[src/hw/rtl/ttct_pkg.sv]
// Shared types and constants for the triple target-compare timer block.
// Used by ttct_step_unit and triple_target_compare_timer_unit; no dependencies.
`default_nettype none

package ttct_pkg;

    // Item kinds carried in the input tuser field.
    localparam logic [1:0] KIND_READ  = 2'd0;
    localparam logic [1:0] KIND_WRITE = 2'd1;
    localparam logic [1:0] KIND_TICK  = 2'd2;

    // Register selects within one timer's address window.
    localparam logic [3:0] REG_COUNT  = 4'h0;
    localparam logic [3:0] REG_MODE   = 4'h4;
    localparam logic [3:0] REG_TARGET = 4'h8;

    // Mode word bit positions.
    localparam int MODE_RESET_ON_TARGET = 3;
    localparam int MODE_IRQ_ON_TARGET   = 4;
    localparam int MODE_IRQ_ON_WRAP     = 5;
    localparam int MODE_IRQ_REPEAT      = 6;
    localparam int MODE_SRC_LO          = 8;
    localparam int MODE_SRC_HI          = 9;

    // Status bits merged into a mode read.
    localparam logic [15:0] STATUS_TARGET_BIT = 16'h0800;
    localparam logic [15:0] STATUS_WRAP_BIT   = 16'h1000;

    // Clock source codes.
    localparam logic [1:0] SRC_SYS    = 2'd0;
    localparam logic [1:0] SRC_STROBE = 2'd1;

    // Per-timer status flags.
    typedef struct packed {
        logic target_hit;
        logic wrap_hit;
        logic irq_done;
    } tmr_flags_t;

    // Sequencer states.
    typedef enum logic [2:0] {
        ST_IDLE,
        ST_ACCESS,
        ST_LOAD,
        ST_STEP,
        ST_NEXT,
        ST_DONE
    } seq_state_t;

endpackage : ttct_pkg

`default_nettype wire

[src/hw/rtl/ttct_step_unit.sv]
// One counting step of a timer: increment, target compare, wrap check, interrupt.
// Depends on ttct_pkg for the mode bit positions and the flag struct.
`default_nettype none

module ttct_step_unit
    import ttct_pkg::*;
(
    input  wire logic [15:0] count_in,
    input  wire logic [15:0] target_in,
    input  wire logic [15:0] mode_in,
    input  wire tmr_flags_t  flags_in,
    output logic [15:0]      count_next,
    output tmr_flags_t       flags_next,
    output logic             fired
);

    logic [15:0] count_inc;
    logic        wrapped;
    logic        match;
    logic        rep;
    logic        tgt_arm;
    logic        wrap_arm;
    logic        done_mid;
    logic        fire_tgt;
    logic        fire_wrap;

    // Increment and compare against the target; a zero target never matches.
    always_comb begin
        count_inc = count_in + 16'd1;
        wrapped   = (count_in == 16'hFFFF);
        match     = (target_in != 16'd0) && (count_inc == target_in);
        rep       = mode_in[MODE_IRQ_REPEAT];
        tgt_arm   = match && mode_in[MODE_IRQ_ON_TARGET];
        wrap_arm  = wrapped && mode_in[MODE_IRQ_ON_WRAP];
    end

    // The target event is resolved first, so it can use up a one-shot interrupt.
    always_comb begin
        fire_tgt  = tgt_arm && (!flags_in.irq_done || rep);
        done_mid  = flags_in.irq_done || tgt_arm;
        fire_wrap = wrap_arm && (!done_mid || rep);
        fired     = fire_tgt || fire_wrap;

        flags_next.target_hit = flags_in.target_hit || match;
        flags_next.wrap_hit   = flags_in.wrap_hit || wrapped;
        flags_next.irq_done   = done_mid || wrap_arm;

        if (match && mode_in[MODE_RESET_ON_TARGET]) begin
            count_next = 16'd0;
        end else begin
            count_next = count_inc;
        end
    end

endmodule : ttct_step_unit

`default_nettype wire

[src/hw/rtl/triple_target_compare_timer_unit.sv]
// Top level of the triple target-compare timer block: registers, sequencer, result stage.
// Depends on ttct_pkg and instantiates ttct_step_unit.
`default_nettype none

// A register read or write passes through the access and done states to the result.
// A tick walks the timers one after another and runs one counting step per
// cycle through a single shared step unit. Steps per timer: sys_cycles (saturated
// at MAX_TICK_CYCLES) on the system clock, its strobe (dotclock for timer 0, hblank
// for timer 1) on the strobe source, else zero; timer 2 takes sys_cycles/8 on
// sources 2 and 3 and sys_cycles otherwise. The block takes no new transaction
// while an item is in work; a finished result waits in the output register, and
// the next item waits in its done state until that register is free or draining.
module triple_target_compare_timer_unit
    import ttct_pkg::*;
#(
    parameter int NUM_TIMERS      = 3,
    parameter int MAX_TICK_CYCLES = 255
) (
    input  wire logic        aclk,
    input  wire logic        aresetn,
    input  wire logic        s_tvalid,
    output logic             s_tready,
    // [5:0] bus_offset, [21:6] write_data, [29:22] sys_cycles, [30] hblank, [31] dotclock
    input  wire logic [31:0] s_tdata,
    // [1:0] mode (item kind)
    input  wire logic [1:0]  s_tuser,
    output logic             m_tvalid,
    input  wire logic        m_tready,
    // [15:0] read_data, [18:16] irq_bits, [23:19] zero
    output logic [23:0]      m_tdata
);

    localparam int TW = (NUM_TIMERS > 1) ? $clog2(NUM_TIMERS) : 1;
    localparam logic [7:0] SYS_LIMIT =
        (MAX_TICK_CYCLES >= 255) ? 8'hFF : 8'(MAX_TICK_CYCLES);
    localparam logic [1:0] LAST_TIMER = 2'(NUM_TIMERS - 1);
    localparam logic [2:0] TIMER_COUNT = 3'(NUM_TIMERS);

    // Timer state.
    logic [15:0] count_reg  [NUM_TIMERS];
    logic [15:0] target_reg [NUM_TIMERS];
    logic [15:0] mode_reg   [NUM_TIMERS];
    tmr_flags_t  flags_reg  [NUM_TIMERS];

    // Latched item and work registers.
    seq_state_t  state_reg, state_next;
    logic [1:0]  kind_reg;
    logic [3:0]  regsel_reg;
    logic [15:0] wdata_reg;
    logic [7:0]  sys_reg;
    logic        hblank_reg;
    logic        dotclock_reg;
    logic [1:0]  timer_reg;
    logic [7:0]  steps_reg, steps_next;
    logic [15:0] rdata_reg;
    logic [2:0]  irq_reg;
    logic        m_valid_reg;
    logic [23:0] m_data_reg;

    // Control decoded from the sequencer state.
    logic        accept;
    logic        do_access;
    logic        do_load;
    logic        do_step;
    logic        do_next;
    logic        load_result;

    logic [TW-1:0] tix;
    logic          timer_ok;
    logic          last_step;
    logic [7:0]    sys_sat;
    logic [1:0]    src;

    logic [15:0] step_count;
    tmr_flags_t  step_flags;
    logic        step_fired;

    assign tix      = timer_reg[TW-1:0];
    assign timer_ok = ({1'b0, timer_reg} < TIMER_COUNT);
    assign sys_sat  = (s_tdata[29:22] > SYS_LIMIT) ? SYS_LIMIT : s_tdata[29:22];
    assign src      = mode_reg[tix][MODE_SRC_HI:MODE_SRC_LO];
    assign last_step = (steps_reg == 8'd1);

    // Shared step unit, applied to the timer under the sequencer.
    ttct_step_unit u_step (
        .count_in   (count_reg[tix]),
        .target_in  (target_reg[tix]),
        .mode_in    (mode_reg[tix]),
        .flags_in   (flags_reg[tix]),
        .count_next (step_count),
        .flags_next (step_flags),
        .fired      (step_fired)
    );

    // Number of steps for the current timer from its clock source.
    always_comb begin
        if (timer_reg == 2'd0) begin
            if (src == SRC_STROBE) begin
                steps_next = {7'd0, dotclock_reg};
            end else if (src == SRC_SYS) begin
                steps_next = sys_reg;
            end else begin
                steps_next = 8'd0;
            end
        end else if (timer_reg == 2'd1) begin
            if (src == SRC_STROBE) begin
                steps_next = {7'd0, hblank_reg};
            end else if (src == SRC_SYS) begin
                steps_next = sys_reg;
            end else begin
                steps_next = 8'd0;
            end
        end else if (src inside {2'd2, 2'd3}) begin
            steps_next = {3'd0, sys_reg[7:3]};
        end else begin
            steps_next = sys_reg;
        end
    end

    // Sequencer next state.
    always_comb begin
        state_next = state_reg;
        case (state_reg)
            ST_IDLE: begin
                if (s_tvalid) begin
                    state_next = (s_tuser == KIND_TICK) ? ST_LOAD : ST_ACCESS;
                end
            end
            ST_ACCESS: state_next = ST_DONE;
            ST_LOAD: begin
                state_next = (steps_next != 8'd0) ? ST_STEP : ST_NEXT;
            end
            ST_STEP: begin
                if (last_step) begin
                    state_next = ST_NEXT;
                end
            end
            ST_NEXT: begin
                state_next = (timer_reg == LAST_TIMER) ? ST_DONE : ST_LOAD;
            end
            ST_DONE: begin
                if (!m_valid_reg || m_tready) begin
                    state_next = ST_IDLE;
                end
            end
            default: state_next = ST_IDLE;
        endcase
    end

    // Sequencer outputs.
    always_comb begin
        s_tready    = 1'b0;
        do_access   = 1'b0;
        do_load     = 1'b0;
        do_step     = 1'b0;
        do_next     = 1'b0;
        load_result = 1'b0;
        case (state_reg)
            ST_IDLE:   s_tready = 1'b1;
            ST_ACCESS: do_access = 1'b1;
            ST_LOAD:   do_load = 1'b1;
            ST_STEP:   do_step = 1'b1;
            ST_NEXT:   do_next = (timer_reg != LAST_TIMER);
            ST_DONE:   load_result = !m_valid_reg || m_tready;
            default: begin
                s_tready = 1'b0;
            end
        endcase
    end

    assign accept = s_tvalid && s_tready;

    // State register.
    always_ff @(posedge aclk) begin
        if (!aresetn) begin
            state_reg <= ST_IDLE;
        end else begin
            state_reg <= state_next;
        end
    end

    // Item latch and work registers.
    always_ff @(posedge aclk) begin
        if (accept) begin
            kind_reg     <= s_tuser;
            regsel_reg   <= s_tdata[3:0];
            wdata_reg    <= s_tdata[21:6];
            sys_reg      <= sys_sat;
            hblank_reg   <= s_tdata[30];
            dotclock_reg <= s_tdata[31];
            timer_reg    <= (s_tuser == KIND_TICK) ? 2'd0 : s_tdata[5:4];
            rdata_reg    <= 16'd0;
            irq_reg      <= 3'd0;
        end
        if (do_load) begin
            steps_reg <= steps_next;
        end
        if (do_step) begin
            steps_reg <= steps_reg - 8'd1;
            if (step_fired) begin
                irq_reg <= irq_reg | (3'b001 << timer_reg);
            end
        end
        if (do_next) begin
            timer_reg <= timer_reg + 2'd1;
        end
        // Register read, answered from the addressed timer.
        if (do_access && kind_reg == KIND_READ && timer_ok) begin
            case (regsel_reg)
                REG_COUNT:  rdata_reg <= count_reg[tix];
                REG_MODE: begin
                    rdata_reg <= mode_reg[tix]
                               | (flags_reg[tix].target_hit ? STATUS_TARGET_BIT : 16'd0)
                               | (flags_reg[tix].wrap_hit ? STATUS_WRAP_BIT : 16'd0);
                end
                REG_TARGET: rdata_reg <= target_reg[tix];
                default:    rdata_reg <= 16'd0;
            endcase
        end
    end

    // Timer registers: bus writes and counting steps.
    always_ff @(posedge aclk) begin
        if (!aresetn) begin
            for (int i = 0; i < NUM_TIMERS; i++) begin
                count_reg[i]  <= 16'd0;
                target_reg[i] <= 16'd0;
                mode_reg[i]   <= 16'd0;
                flags_reg[i]  <= '0;
            end
        end else if (do_access && kind_reg == KIND_WRITE && timer_ok) begin
            case (regsel_reg)
                REG_COUNT: count_reg[tix] <= wdata_reg;
                REG_MODE: begin
                    // A mode write restarts the timer and clears its status.
                    mode_reg[tix]  <= wdata_reg;
                    count_reg[tix] <= 16'd0;
                    flags_reg[tix] <= '0;
                end
                REG_TARGET: target_reg[tix] <= wdata_reg;
                default: begin
                    count_reg[tix] <= count_reg[tix];
                end
            endcase
        end else if (do_step) begin
            count_reg[tix] <= step_count;
            flags_reg[tix] <= step_flags;
        end
    end

    // Output register holding one result transaction.
    always_ff @(posedge aclk) begin
        if (!aresetn) begin
            m_valid_reg <= 1'b0;
        end else if (load_result) begin
            m_valid_reg <= 1'b1;
        end else if (m_tready) begin
            m_valid_reg <= 1'b0;
        end
    end

    always_ff @(posedge aclk) begin
        if (load_result) begin
            m_data_reg <= {5'd0, irq_reg, rdata_reg};
        end
    end

    assign m_tvalid = m_valid_reg;
    assign m_tdata  = m_data_reg;

    // A step is only run with steps left to take.
    a_step_nonzero: assert property (@(posedge aclk) disable iff (!aresetn)
        state_reg == ST_STEP |-> steps_reg != 8'd0)
        else $error("step state entered with no steps left");

    // The tick walk never addresses a timer that is not present.
    a_load_timer_ok: assert property (@(posedge aclk) disable iff (!aresetn)
        (state_reg == ST_LOAD || state_reg == ST_STEP) |-> timer_ok)
        else $error("tick addresses a missing timer");

    // A new result is only loaded when the output register is free or draining.
    a_result_room: assert property (@(posedge aclk) disable iff (!aresetn)
        load_result |-> (!m_valid_reg || m_tready))
        else $error("result overwrites a pending transaction");

    // An accepted item keeps the block busy for the following cycle.
    a_busy_after_accept: assert property (@(posedge aclk) disable iff (!aresetn)
        accept |=> !s_tready)
        else $error("input ready right after an accepted transaction");

endmodule : triple_target_compare_timer_unit

`default_nettype wire
[config.mk]
export PLATFORM = sky130hd
export DESIGN_NAME = triple_target_compare_timer_unit
export DESIGN_NICKNAME = d
export VERILOG_FILES = /design/src/hw/rtl/ttct_pkg.sv /design/src/hw/rtl/ttct_step_unit.sv /design/src/hw/rtl/triple_target_compare_timer_unit.sv
export SDC_FILE = /design/constraint.sdc
export NUM_CORES = 1
export LEC_CHECK = 0
export BUFFER_PORTS_ARGS = -buffer_cell sky130_fd_sc_hd__buf_4
export CORE_AREA = 3 3 122 183
export DETAILED_ROUTE_END_ITERATION = 10
export DIE_AREA = 0 0 125 186
export GPL_ROUTABILITY_DRIVEN = 0
export PLACE_DENSITY = 0.84
export SLEW_MARGIN = 0
export SYNTH_ARGS = -nofsm -noshare
export SYNTH_HDL_FRONTEND = slang
export SYNTH_SLANG_ARGS = --single-unit
[constraint.sdc]
create_clock -name aclk -period 5.66 [get_ports aclk]
set_input_delay 1.132 -clock aclk [delete_from_list [all_inputs] [get_ports aclk]]
set_output_delay 1.132 -clock aclk [all_outputs]
set_load 0.05 [all_outputs]
==> results.sh <==
export IMPL_die_h_um=186
export IMPL_synth_seq_area_share_pct=62.59
export IMPL_cp_required_ns=5.89
export IMPL_h_tree_depth=1
export IMPL_vias_per_cell=6.627
export IMPL_final_nets=1111
export IMPL_ir_drop_v=0.0003546
export IMPL_first_iter_violations=1023
export IMPL_slew_headroom_pct=29.15
export IMPL_cts_setup_buffers=0
export IMPL_ant_nets=0
export IMPL_hold_viol=0
export IMPL_syn_to_final_growth_pct=10.69
export IMPL_synth_flop_cell="edfxtp_1"
export IMPL_clk_path_buf_depth=3
export IMPL_grt_max_degree=53
export IMPL_p_leak_nw=5.590
export IMPL_pin_count=64
export IMPL_critPathKind="register to register"
export IMPL_cp_common_cell="nor3_1"
export IMPL_overflow=0
export IMPL_coreArea_um2=20980
export IMPL_power_mw=6.821
export IMPL_wl_per_cell_um=24.56
export IMPL_cts_tree="built"
export IMPL_worstHoldPathType="register to register"
export IMPL_post_route_period_util_pct=81.57
export IMPL_cpMaxStageDelayCell="nor2_4"
export IMPL_synth_area_mux_share_pct=9.114
export IMPL_ff_latch_area_um2=8623
export IMPL_drc_errors=0
export IMPL_wl_um=33200
export IMPL_critical_path_max_stage_delay_ns=0.69
export IMPL_synth_cell_types=75
export IMPL_antenna_cells=0
export IMPL_crit_arrival_ns=4.85
export IMPL_synth_top_family_by_area="simple AND/OR/NAND/NOR gates"
export IMPL_drive_gt1_share_pct=17.90
export IMPL_clock_latency_ns=0.52
export IMPL_clock_skew_ns=0.01182
export IMPL_synthAdderAreaFrac_pct=0.6361
export IMPL_yosys_warnings=0
export IMPL_numCtsBuffers=25
export IMPL_finalMaxSlewViolations=0
export IMPL_cp_start_kind="register"
export IMPL_synth_avg_cell_area_um2=13.71
export IMPL_antenna_found_initial=0
export IMPL_synth_area_um2=13770
export IMPL_io_buffers=58
export IMPL_dieArea_um2=23250
export IMPL_status="finished clean"
export IMPL_pwr_density_cell_nw_per_um2=447.5
export IMPL_max_freq_mhz=216.6
export IMPL_vias=8960
export IMPL_clock_sinks=290
export IMPL_start_util_pct=65.62
export IMPL_post_cts_resized=0
export IMPL_n_fill_cell=1334
export IMPL_worstMarginPinSlew_ns=1.063
export IMPL_root_buffer="clkbuf_16"
export IMPL_grt_pass1_vias=9094
export IMPL_firstDrtPassIters=5
export IMPL_max_cap_violations=0
export IMPL_rsz0062_at_grt="false"
export IMPL_setup_viol=0
export IMPL_netlist_instances=1004
export IMPL_die_x_um=125
export IMPL_fin_tns_setup_ns=0
export IMPL_rows=65
export IMPL_period_needed_ns=4.617
export IMPL_crit_fanout=40
export IMPL_path_clk_slew_ns=0.07
export IMPL_multi_input_area_um2=4831
export IMPL_endpoint_kind="register"
export IMPL_synth_compound_area_share_pct=6.461
export IMPL_yosys_area_share_simple_pct=16.07
export IMPL_path_cells="mux4_2 > ha_1 > nand2_1 > o22a_1 > nor3_1 > xnor2_1 > o211ai_1 > nor4_1 > nand4b_4 > nor2_4 > nor3_1"
export IMPL_synth_edf_count=281
export IMPL_hpwl_um=22570
export IMPL_async_reset_ff_share_pct=0
export IMPL_grt_pass1_wl_um=51080
export IMPL_grtUsageTotal_pct=28.56
export IMPL_ys_ff_latch=290
export IMPL_ctsHoldBuffers=0
export IMPL_synth_xor_area_share_pct=1.654
==> kinds of logic (layout without fill, tap and decap cells) <==
| family | count (synthesis) | in the layout |
|---|---|---|
| AND/OR/NAND/NOR | 399 | 399 |
| flip-flops | 290 | 290 |
| AO/OA/AOI/OAI | 136 | 136 |
| buffers and inverters | 89 | 133 |
| multiplexers | 60 | 60 |
| XOR/XNOR | 22 | 22 |
| adder cells (fa/ha/maj) | 7 | 7 |
| other | 1 | 37 |
==> metal layers <==
layer  wire (um)  vias up  track usage (%)
li1            -     3931                -
met4        1679        0            14.19
met1       11460     4413            34.30
met2       17340      510            51.00
met5           0        -                0
met3        2724      106            3.933
==> worst max-delay path, delay by kind of cell (launching register included) <==
kind,cells,cell delay [ns]
muxes,1,0.42
DFF,1,0.63
xor gates and xnor gates,1,0.21
and+or+nand+nor,6,2.32
AOI/OAI and AO/OA,2,0.42
adders and majority gates,1,0.30
==> cells in the final DEF, fill, tap and decap left out, drive strengths merged, types with 8 or more instances in the layout <==
master	count
clkinv	10
o21ai	25
inv	17
a21oi	45
buf	72
and2	57
conb	37
edfxtp	281
dfxtp	9
mux4	51
nor3	45
nand2	77
nor2	66
nor4	12
a22oi	20
nand3	14
clkbuf	29
nand2b	11
and3	61
xnor2	9
nor3b	8
xor2	11
==> cell usage after synthesis, types with 4 or more instances <==
cell | number | area share [%]
a211oi_1 | 6 | 0.33
a21oi_1 | 45 | 1.6
clkbuf_1 | 38 | 1.0
and2_1 | 57 | 2.6
buf_6 | 10 | 0.82
o31ai_1 | 4 | 0.22
edfxtp_1 | 281 | 61
or3_1 | 6 | 0.27
xnor2_1 | 8 | 0.51
buf_4 | 8 | 0.44
ha_1 | 7 | 0.64
nor2b_1 | 7 | 0.32
nand3_1 | 13 | 0.47
or2_2 | 5 | 0.23
nand2b_1 | 11 | 0.50
a22oi_1 | 20 | 1.1
buf_2 | 15 | 0.55
or4_1 | 5 | 0.27
a221oi_1 | 5 | 0.32
and3_1 | 60 | 2.7
mux4_2 | 48 | 7.9
dfxtp_1 | 9 | 1.3
nor3b_1 | 5 | 0.27
nor3_1 | 45 | 1.6
o21ai_1 | 5 | 0.18
nand2_1 | 77 | 2.1
nand4_1 | 6 | 0.27
mux2i_1 | 5 | 0.36
xor2_1 | 11 | 0.70
mux2_2 | 4 | 0.33
o211ai_1 | 6 | 0.33
nor2_1 | 64 | 1.7
o21ai_0 | 20 | 0.73
inv_1 | 16 | 0.44
nor4_1 | 11 | 0.50
nand3b_1 | 4 | 0.22
==> cell type report <==
class / count / area share [%]
clock buffers: 29 / 4.203
clock inverters: 16 / 1.379
inverters: 16 / 0.3941
multi-input cells: 661 / 31.70
flip-flops and latches: 290 / 56.58
well taps: 268 / 2.200
repair buffers: 72 / 3.546
==> final timing paths <==
check	startpoint	endpoint	slack, ns	cells after the start
setup / recovery	register	count_reg[0][13]$_SDFFCE_PN0P_	1.04	11
hold / removal	rdata_reg[2]$_SDFFCE_PN0P_	m_tdata[2]$_DFFE_PP_	0.42	0
setup reg to reg	register	count_reg[0][13]$_SDFFCE_PN0P_	1.04	11
hold reg to reg	rdata_reg[2]$_SDFFCE_PN0P_	m_tdata[2]$_DFFE_PP_	0.42	0
==> per-stage QoR <==
step	utilization, %	cell area [um2]	setup slack (ns)	hold slack, ns	cells
finish	72.64	15240	1.043	0.4188	1352
global route	72.64	15240	0.7048	0.4313	1352
CTS	72.64	15240	1.088	0.4192	1352
detailed placement	68.58	14390	1.096	0.4045	1307
global placement	68.58	14390	1.297	0.4024	1307
floorplan	-	13900	2.030	0.4003	1040
==> where the power goes <==
| group | internal (mW) | switching [mW] | leakage (nW) | total, mW |
|---|---|---|---|---|
| logic | 0.809 | 1.32 | 2.29 | 2.13 |
| clock network | 1.04 | 0.740 | 0.423 | 1.78 |
| registers | 2.66 | 0.245 | 2.87 | 2.91 |
| total | 4.51 | 2.31 | 5.59 | 6.82 |
Note: power is estimated with default switching activity, not from simulation.
